--- src/design/tqcm_pkg.sv ---
// Shared types and constants for the three-queue channel mover.
// Holds the transaction payload structs and the queue codes.
// No dependencies.
`timescale 1ns / 1ps

package tqcm_pkg;

    // Default number of channels
    localparam int CHANNEL_COUNT_DEF = 16;

    // Queue codes carried in target_queue and in the membership store
    localparam logic [1:0] Q_FREE   = 2'd0;
    localparam logic [1:0] Q_IDLE   = 2'd1;
    localparam logic [1:0] Q_BUSY   = 2'd2;
    localparam logic [1:0] Q_UNUSED = 2'd3;

    // Input transaction
    typedef struct packed {
        logic [3:0] channel_id;
        logic [1:0] target_queue;
    } t_in;

    // Result transaction
    typedef struct packed {
        logic       moved;
        logic       contention;
        logic       busy_head_valid;
        logic [3:0] busy_head;
        logic       idle_head_valid;
        logic [3:0] idle_head;
        logic       free_head_valid;
        logic [3:0] free_head;
    } t_out;

endpackage

--- src/design/tqcm_ram.sv ---
// Generic single-write, single-read synchronous RAM with registered read data.
// Read data holds its value while no read is issued.
// No dependencies.
`timescale 1ns / 1ps

module tqcm_ram #(
    parameter int WIDTH = 8,
    parameter int DEPTH = 16
) (
    input  logic                     i_clk,
    input  logic                     i_we,
    input  logic [$clog2(DEPTH)-1:0] i_waddr,
    input  logic [WIDTH-1:0]         i_wdata,
    input  logic                     i_re,
    input  logic [$clog2(DEPTH)-1:0] i_raddr,
    output logic [WIDTH-1:0]         o_rdata
);

    logic [WIDTH-1:0] r_mem [DEPTH];
    logic [WIDTH-1:0] r_rdata;

    // Write port
    always_ff @(posedge i_clk) begin
        if (i_we) begin
            r_mem[i_waddr] <= i_wdata;
        end
    end

    // Registered read port
    always_ff @(posedge i_clk) begin
        if (i_re) begin
            r_rdata <= r_mem[i_raddr];
        end
    end

    assign o_rdata = r_rdata;

endmodule

--- src/design/three_queue_channel_mover.sv ---
// Three-queue channel mover: keeps every channel on one of three linked FIFO queues.
// Depends on tqcm_pkg (types, queue codes) and tqcm_ram (link and membership stores).
`timescale 1ns / 1ps

// Usage
// Input channel (i_in_valid / o_in_stall / i_in_data) takes one transaction naming a
// channel and a target queue (free, idle, busy). Output channel (o_out_valid /
// i_out_stall / o_out_data) returns one result per input: moved flag, contention
// and the head of each queue with its valid flag.
// The successor links and queue membership live in two RAMs with registered read
// data; the head and tail of each queue are registers. A move reads the channel's
// entry, walks the link RAM one entry per cycle to find the predecessor unless the
// channel heads its queue, then writes the unlink and the append back, and finally
// reads the busy head's link for the contention flag.
// One transaction is in flight at a time; the next one is accepted once the result
// has been placed in the output register, even while that result is stalled.
// After reset the block runs an initialization pass that builds the free list in
// index order; o_in_stall stays high until it finishes.
// A stalled result holds in the output register; a following result waits for it.
module three_queue_channel_mover #(
    parameter int CHANNEL_COUNT = tqcm_pkg::CHANNEL_COUNT_DEF
) (
    input  logic           i_clk,
    input  logic           i_rst_n,
    input  logic           i_in_valid,
    output logic           o_in_stall,
    input  tqcm_pkg::t_in  i_in_data,
    output logic           o_out_valid,
    input  logic           i_out_stall,
    output tqcm_pkg::t_out o_out_data
);

    localparam int LW = $clog2(CHANNEL_COUNT + 1);  // link width, holds "none"
    localparam int CW = $clog2(CHANNEL_COUNT);      // channel index width
    localparam int EW = LW + 4;
    localparam logic [LW-1:0] NONE = LW'(CHANNEL_COUNT);
    localparam logic [LW-1:0] LAST = LW'(CHANNEL_COUNT - 1);

    typedef enum logic [8:0] {
        ST_INIT   = 9'b000000001,
        ST_IDLE   = 9'b000000010,
        ST_LOOK   = 9'b000000100,
        ST_WALK   = 9'b000001000,
        ST_UNLINK = 9'b000010000,
        ST_APP1   = 9'b000100000,
        ST_APP2   = 9'b001000000,
        ST_HEAD   = 9'b010000000,
        ST_DONE   = 9'b100000000
    } t_state;

    function automatic logic is_ch(input logic [LW-1:0] x);
        return x < NONE;
    endfunction

    t_state          r_state, n_state;
    logic [LW-1:0]   r_init;
    logic [LW-1:0]   r_first [3];
    logic [LW-1:0]   r_last  [3];
    logic [LW-1:0]   r_c, r_nxt, r_walk, r_prev, r_steps;
    logic [1:0]      r_tgt, r_cur;
    logic            r_moved;
    logic            r_out_valid;
    tqcm_pkg::t_out  r_out;

    // RAM ports
    logic            rd_en;
    logic [CW-1:0]   rd_addr;
    logic            lk_we, mq_we;
    logic [CW-1:0]   lk_waddr, mq_waddr;
    logic [LW-1:0]   lk_wdata, lk_rdata;
    logic [1:0]      mq_wdata, mq_rdata;

    logic [EW-1:0]   cid_ext;
    logic            in_acc, in_ok, out_free;
    logic [1:0]      cur_q;
    tqcm_pkg::t_out  res;
    logic [EW-1:0]   bh_ext, ih_ext, fh_ext;

    tqcm_ram #(.WIDTH(LW), .DEPTH(CHANNEL_COUNT)) u_link_ram (
        .i_clk  (i_clk),
        .i_we   (lk_we),
        .i_waddr(lk_waddr),
        .i_wdata(lk_wdata),
        .i_re   (rd_en),
        .i_raddr(rd_addr),
        .o_rdata(lk_rdata)
    );

    tqcm_ram #(.WIDTH(2), .DEPTH(CHANNEL_COUNT)) u_member_ram (
        .i_clk  (i_clk),
        .i_we   (mq_we),
        .i_waddr(mq_waddr),
        .i_wdata(mq_wdata),
        .i_re   (rd_en),
        .i_raddr(rd_addr),
        .o_rdata(mq_rdata)
    );

    // Input decode
    assign cid_ext    = EW'(i_in_data.channel_id);
    assign in_ok      = (cid_ext < EW'(CHANNEL_COUNT)) &&
                        (i_in_data.target_queue != tqcm_pkg::Q_UNUSED);
    assign o_in_stall = (r_state != ST_IDLE);
    assign in_acc     = i_in_valid && !o_in_stall;
    assign out_free   = !r_out_valid || !i_out_stall;
    assign cur_q      = (mq_rdata == tqcm_pkg::Q_UNUSED) ? tqcm_pkg::Q_FREE : mq_rdata;

    // Result assembly; link read data holds the busy head's successor in ST_DONE
    assign bh_ext = EW'(r_first[tqcm_pkg::Q_BUSY]);
    assign ih_ext = EW'(r_first[tqcm_pkg::Q_IDLE]);
    assign fh_ext = EW'(r_first[tqcm_pkg::Q_FREE]);

    always_comb begin
        res.moved           = r_moved;
        res.contention      = is_ch(r_first[tqcm_pkg::Q_BUSY]) && is_ch(lk_rdata);
        res.busy_head_valid = is_ch(r_first[tqcm_pkg::Q_BUSY]);
        res.busy_head       = res.busy_head_valid ? bh_ext[3:0] : 4'd0;
        res.idle_head_valid = is_ch(r_first[tqcm_pkg::Q_IDLE]);
        res.idle_head       = res.idle_head_valid ? ih_ext[3:0] : 4'd0;
        res.free_head_valid = is_ch(r_first[tqcm_pkg::Q_FREE]);
        res.free_head       = res.free_head_valid ? fh_ext[3:0] : 4'd0;
    end

    // Sequencer: next state and RAM access per state
    always_comb begin
        n_state  = r_state;
        rd_en    = 1'b0;
        rd_addr  = '0;
        lk_we    = 1'b0;
        lk_waddr = r_c[CW-1:0];
        lk_wdata = NONE;
        mq_we    = 1'b0;
        mq_waddr = r_c[CW-1:0];
        mq_wdata = r_tgt;
        case (r_state)
            ST_INIT: begin
                // build the free list in index order
                lk_we    = 1'b1;
                lk_waddr = r_init[CW-1:0];
                lk_wdata = r_init + 1'b1;
                mq_we    = 1'b1;
                mq_waddr = r_init[CW-1:0];
                mq_wdata = tqcm_pkg::Q_FREE;
                if (r_init == LAST) begin
                    n_state = ST_IDLE;
                end
            end
            ST_IDLE: begin
                if (in_acc) begin
                    if (in_ok) begin
                        rd_en   = 1'b1;
                        rd_addr = cid_ext[CW-1:0];
                        n_state = ST_LOOK;
                    end else begin
                        n_state = ST_HEAD;
                    end
                end
            end
            ST_LOOK: begin
                // channel's own entry is on the read port
                if (cur_q == r_tgt) begin
                    n_state = ST_HEAD;
                end else if (r_first[cur_q] == r_c) begin
                    n_state = ST_APP1;
                end else if (is_ch(r_first[cur_q])) begin
                    rd_en   = 1'b1;
                    rd_addr = r_first[cur_q][CW-1:0];
                    n_state = ST_WALK;
                end else begin
                    n_state = ST_APP1;
                end
            end
            ST_WALK: begin
                // one link per cycle until the predecessor turns up or the list ends
                if (lk_rdata == r_c) begin
                    n_state = ST_UNLINK;
                end else if (r_steps != LAST && is_ch(lk_rdata)) begin
                    rd_en   = 1'b1;
                    rd_addr = lk_rdata[CW-1:0];
                end else begin
                    n_state = ST_APP1;
                end
            end
            ST_UNLINK: begin
                lk_we    = 1'b1;
                lk_waddr = r_prev[CW-1:0];
                lk_wdata = r_nxt;
                n_state  = ST_APP1;
            end
            ST_APP1: begin
                lk_we = 1'b1;
                mq_we = 1'b1;
                if (is_ch(r_first[r_tgt]) && is_ch(r_last[r_tgt])) begin
                    n_state = ST_APP2;
                end else begin
                    n_state = ST_HEAD;
                end
            end
            ST_APP2: begin
                // old tail now points at the moved channel
                lk_we    = 1'b1;
                lk_waddr = r_prev[CW-1:0];
                lk_wdata = r_c;
                n_state  = ST_HEAD;
            end
            ST_HEAD: begin
                if (is_ch(r_first[tqcm_pkg::Q_BUSY])) begin
                    rd_en   = 1'b1;
                    rd_addr = r_first[tqcm_pkg::Q_BUSY][CW-1:0];
                end
                n_state = ST_DONE;
            end
            ST_DONE: begin
                if (out_free) begin
                    n_state = ST_IDLE;
                end
            end
            default: n_state = ST_INIT;
        endcase
    end

    // Registers
    always_ff @(posedge i_clk) begin
        if (!i_rst_n) begin
            r_state                     <= ST_INIT;
            r_init                      <= '0;
            r_out_valid                 <= 1'b0;
            r_first[tqcm_pkg::Q_FREE]   <= '0;
            r_last[tqcm_pkg::Q_FREE]    <= LAST;
            r_first[tqcm_pkg::Q_IDLE]   <= NONE;
            r_last[tqcm_pkg::Q_IDLE]    <= NONE;
            r_first[tqcm_pkg::Q_BUSY]   <= NONE;
            r_last[tqcm_pkg::Q_BUSY]    <= NONE;
        end else begin
            r_state <= n_state;
            // output register: load a finished result, drop one the receiver took
            if (r_state == ST_DONE && out_free) begin
                r_out_valid <= 1'b1;
            end else if (r_out_valid && !i_out_stall) begin
                r_out_valid <= 1'b0;
            end
            case (r_state)
                ST_INIT: r_init <= r_init + 1'b1;
                ST_IDLE: begin
                    if (in_acc) begin
                        r_c     <= LW'(cid_ext);
                        r_tgt   <= i_in_data.target_queue;
                        r_moved <= 1'b0;
                    end
                end
                ST_LOOK: begin
                    r_cur   <= cur_q;
                    r_nxt   <= lk_rdata;
                    r_walk  <= r_first[cur_q];
                    r_steps <= '0;
                    // channel at the head: advance the head directly
                    if (cur_q != r_tgt && r_first[cur_q] == r_c) begin
                        r_first[cur_q] <= lk_rdata;
                        if (!is_ch(lk_rdata)) begin
                            r_last[cur_q] <= NONE;
                        end
                    end
                end
                ST_WALK: begin
                    if (lk_rdata == r_c) begin
                        r_prev <= r_walk;
                    end else begin
                        r_walk  <= lk_rdata;
                        r_steps <= r_steps + 1'b1;
                    end
                end
                ST_UNLINK: begin
                    if (r_last[r_cur] == r_c) begin
                        r_last[r_cur] <= r_prev;
                    end
                end
                ST_APP1: begin
                    r_moved <= 1'b1;
                    if (!is_ch(r_first[r_tgt])) begin
                        r_first[r_tgt] <= r_c;
                    end else if (is_ch(r_last[r_tgt])) begin
                        r_prev <= r_last[r_tgt];
                    end
                    r_last[r_tgt] <= r_c;
                end
                ST_DONE: begin
                    if (out_free) begin
                        r_out <= res;
                    end
                end
                default: ;
            endcase
        end
    end

    assign o_out_valid = r_out_valid;
    assign o_out_data  = r_out;

    // A queue's head and tail are empty together
    assert property (@(posedge i_clk) disable iff (!i_rst_n)
        ((r_first[tqcm_pkg::Q_FREE] < NONE) == (r_last[tqcm_pkg::Q_FREE] < NONE)) &&
        ((r_first[tqcm_pkg::Q_IDLE] < NONE) == (r_last[tqcm_pkg::Q_IDLE] < NONE)) &&
        ((r_first[tqcm_pkg::Q_BUSY] < NONE) == (r_last[tqcm_pkg::Q_BUSY] < NONE)))
        else $error("queue head and tail disagree on empty");

    // Contention needs a non-empty busy queue
    assert property (@(posedge i_clk) disable iff (!i_rst_n)
        o_out_valid && o_out_data.contention |-> o_out_data.busy_head_valid)
        else $error("contention without busy head");

    // A finished transaction lands in the output register and frees the input
    assert property (@(posedge i_clk) disable iff (!i_rst_n)
        (r_state == ST_DONE) && out_free |=> o_out_valid && !o_in_stall)
        else $error("result not delivered");

endmodule

--- config.mk ---
export PLATFORM = sky130hd
export DESIGN_NAME = three_queue_channel_mover
export DESIGN_NICKNAME = d
export VERILOG_FILES = /design/src/design/tqcm_pkg.sv /design/src/design/tqcm_ram.sv /design/src/design/three_queue_channel_mover.sv
export SDC_FILE = /design/constraint.sdc
export NUM_CORES = 1
export LEC_CHECK = 0
export BUFFER_PORTS_ARGS = -buffer_cell sky130_fd_sc_hd__buf_2
export CAP_MARGIN = 10
export CORE_MARGIN = 2
export CORE_UTILIZATION = 30
export DETAILED_ROUTE_END_ITERATION = 16
export MAX_ROUTING_LAYER = met4
export PLACE_DENSITY = 0.45
export SLEW_MARGIN = 20
export SYNTH_ARGS = -nofsm -noshare
export SYNTH_HDL_FRONTEND = slang
export SYNTH_SLANG_ARGS = --single-unit
--- constraint.sdc ---
create_clock -name i_clk -period 2.85 [get_ports i_clk]
set_input_delay 0.1425 -clock i_clk [delete_from_list [all_inputs] [get_ports i_clk]]
set_output_delay 0.1425 -clock i_clk [all_outputs]
set_load 0.01 [all_outputs]
==> run_results.csv <==
group,metric,value,unit
routing,vias,7099,
sta,period_needed,2.959,ns
layout,final_core_util,40.08,%
flow_run,cap_violations,0,
synth,netlist.area_leader.share,58.97,%
routing,drc,0,
synth,synth_area_leader_cell,"edfxtp_1",
global_route,overflow,0,
placed_design,place_congestion,0.8303,
power,ir_drop,0.0003849,V
floorplan,start_util,30.53,%
synth,synthArstFlopShare,0,%
synth,syn-cell-area,10240,sq um
setup_path,worstSetupStartpointType,"flip-flop",
sta,final_hold_viol_count,0,
sta,worst_pin_slew,0.6597,ns
setup_path,critical_path.top_delay_family,"compound AO/OA/AOI/OAI gates",
power,switching_share,21.85,%
floorplan,die_w,188.7,um
setup_path,worst-path-max-fanout,12,
sta,fin_worst_skew,0.01893,ns
synth,synth_compound_area_share,6.906,%
cts,htree_levels,1,
global_route,grt_max_degree,19,
placed_design,dp_cells,1399,
setup_path,cp.arrival,3.23,ns
placed_design,placed_area,12120,sq um
sta,finalSetupViolations,7,
setup_path,end_kind,"flip-flop",
setup_path,worst_ep_required_time,3.12,ns
layout,final_layout_size_suffix_gt1_share,35.25,%
synth,synth-edff-count,201,
setup_path,path_cells,"buf_6, xor2_1, a21oi_1, a2bb2oi_2, buf_4, nand4_1, o31a_1, buf_12, mux2i_2, mux2_4, a221oi_1, or3_1",
layout,finalInstanceArea,13440,sq um
layout,nNetsFinal,1022,
power,pwr-share-comb,4.3,%
floorplan,die-area,35610,sq um
power,p_leak,5.234,nW
sta,slew_headroom,55.82,%
min_path,hp-class,"input pin to flip-flop",
cts,cts_root_buf,"clkbuf_16",
synth,syn_avg_cell_area,12.83,sq um
power,p_per_area,508.3,nW/um^2
layout,final-instance-count-excl-fill,1475,
power,power,6.832,mW
routing,drtAntennaViolNets,0,
setup_path,critPathLaunch,"u_member_ram.o_rdata[1]",
floorplan,coreArea,33530,sq um
synth,ys_ff_latch,220,
global_route,grt_pass1_wl,45.11,mm
routing,wl_per_cell,19.99,um
synth,synthSimpleGateAreaFrac,15.30,%
placed_design,port_buffers,28,
setup_path,r2r_end,"u_link_ram.o_rdata[1]",
sta,timing.setup.tns,-0.4448,ns
sta,post-route-period-util,103.8,%
min_path,hp-start,"i_out_stall",
layout,areaGrowthSynthToFinish,31.29,%
cts,cts_buffers,25,
placed_design,dp_hpwl,21.67,mm
sta,rsz0062_at_grt,"yes",
power,internal-power,5.339,mW
synth,synth_xor_area_share,1.785,%
floorplan,dieHeight,188.7,um
floorplan,rows,67,
cts,clk_pin_slew,0.06,ns
setup_path,worstReg2RegStart,"u_member_ram.o_rdata[1]",
power,seq_power_share,52.8,%
routing,finalWirelength,29.48,mm
sta,timing.hold.ws,0.007744,ns
global_route,grt_pass1_vias,7260,
setup_path,crit_slowest_cell,"edfxtp_1",
layout,layout_common_cells,"edfxtp_1, buf_4, nor2_1",
synth,syn_nets,812,
layout,nFillCells,3256,
synth,synthAdderAreaFrac,0.4889,%
setup_path,path_class,"flip-flop to flip-flop",
synth,synth_cell_types,77,
min_path,min_path_cells,3,
synth,syn_inst,798,
cts,clockBufferDepth,3,
global_route,antenna_found_initial,0,
synth,synthFlopType,"edfxtp_1",
synth,synth_top_family_by_area,"simple AND/OR/NAND/NOR gates",
global_route,grt_use_total,17.23,%
placed_design,pre_cts_ws,-0.3807,ns
synth,synth_warnings,0,
outcome,violations,"negative setup slack",
routing,detail_route.vias_per_cell,4.813,
outcome,status,"finished, violations left",
sta,setup_ws,-0.1093,ns
sta,report.final.slew_viol_count,0,
routing,initialDrtViolationCount,438,
sta,max_freq,337.9,MHz
routing,dr.pass1.iters,5,
synth,yosys-mux-area-fraction,10.15,%
cts,cts_sinks,220,
setup_path,rrSetupSlack,-0.11,ns
layout,n_antenna_cell,0,
power,power.switching,1.493,mW
power,clock_power_share,43.0,%
setup_path,r2r.worst_path.cells,12,
setup_path,critPathBufInv,3,
setup_path,max_stage_delay,0.38,ns
cts,clkLatencyLatePin,0.53,ns
synth,synthTopCellsByArea,"edfxtp_1, mux2i_1, dfxtp_1",
synth,ys_seq_area_share,62.68,%
layout,final_common_cell,"edfxtp_1",
floorplan,io_pins,29,
min_path,min_to,"o_out_valid",
cts,cts_tree,"done",
==> metal layers <==
layer | GRT usage [%] | share of wire [%] | routed length, um
met1 | 23.88 | 48 | 14200
met2 | 27.49 | 47 | 13870
met3 | 1.956 | 3.5 | 1044
met4 | 3.365 | 1.2 | 361
met5 | - | 0 | 0
==> power groups by stage <==
stage	clock [mW]	combinational (mW)	sequential (mW)
2_1_floorplan	0	0.140	3.66
3_3_place_gp	0	0.268	3.67
3_5_place_dp	0	0.269	3.67
4_1_cts	3.02	0.281	3.60
5_1_grt	3.15	0.318	3.61
6_report	2.94	0.291	3.60
==> final cells by class <==
class / count / area [sq um] / area share (%)
sequential: 220 / 6420 / 47.77
multi-input combinational: 519 / 3900 / 29.02
timing repair buffer: 219 / 1727 / 12.85
clock buffer: 31 / 658.1 / 4.897
tap: 448 / 560.5 / 4.171
clock inverter: 15 / 87.58 / 0.6517
inverter: 23 / 86.33 / 0.6424
==> registers in the layout, indices dropped and copies added, names as in the netlist, 4 cells and up, named ones only <==
signal / count
o_out_data: 17
r_c: 4
r_first: 16
r_init: 5
r_last: 20
r_nxt: 5
r_prev: 5
r_state: 9
r_steps: 5
r_walk: 5
u_link_ram.o_rdata: 5
u_link_ram.r_mem: 80
u_member_ram.r_mem: 32
==> Yosys cell counts (3+ instances only) <==
cell type  number
edfxtp_1      201
nand2_1        98
nor2_1         96
mux2i_1        63
inv_1          23
nor2b_1        20
clkbuf_1       19
dfxtp_1        19
nor3_1         17
a22oi_1        15
nand3_1        14
o21ai_0        14
a21oi_1        13
mux4_2         11
nand2b_1       11
buf_2          10
xor2_1         10
xnor2_1         9
and3_1          8
mux2_2          8
nand4_1         7
a31oi_1         6
nor3b_1         6
and2_1          5
o22ai_1         5
a22o_1          4
buf_6           4
ha_1            4
o32ai_1         4
or2_2           4
a211o_1         3
and4_1          3
buf_4           3
mux2_1          3
nor4_1          3
==> logic make-up (layout without fill, tap and decap cells) <==
logic type      after synthesis  after routing
compound gates               93             93
xor+xnor                     20             20
fa+ha+maj                     4              4
buf+inv                      59            288
flops                       220            220
mux                          87             87
simple gates                315            315
==> worst max path at each step <==
stage | cells past startpoint | slack [ns] | end
2_1_floorplan | 10 | -0.11 | u_link_ram.o_rdata[1]
6_report | 12 | -0.11 | u_link_ram.o_rdata[1]
4_1_cts | 12 | -0.07 | u_link_ram.o_rdata[0]
5_1_grt | 13 | -0.22 | u_member_ram.o_rdata[1]
3_5_place_dp | 13 | -0.38 | u_link_ram.o_rdata[0]
3_3_place_gp | 13 | -0.38 | u_link_ram.o_rdata[0]
==> what timing repair did <==
item,in CTS,in global routing
buffers inserted,17,11
setup endpoints to repair,27,134
gates resized for setup,31,43
hold endpoints to repair,8,0
hold buffers,6,0
pin swaps,14,22
==> tightest hold or removal path: cells and delay by family <==
kind / cells / cell delay, ns
buffers and inverters: 1 / 0.10
and+or+nand+nor: 1 / 0.13
AOI/OAI and AO/OA: 1 / 0.10
Note: power is estimated with default switching activity, not from simulation.
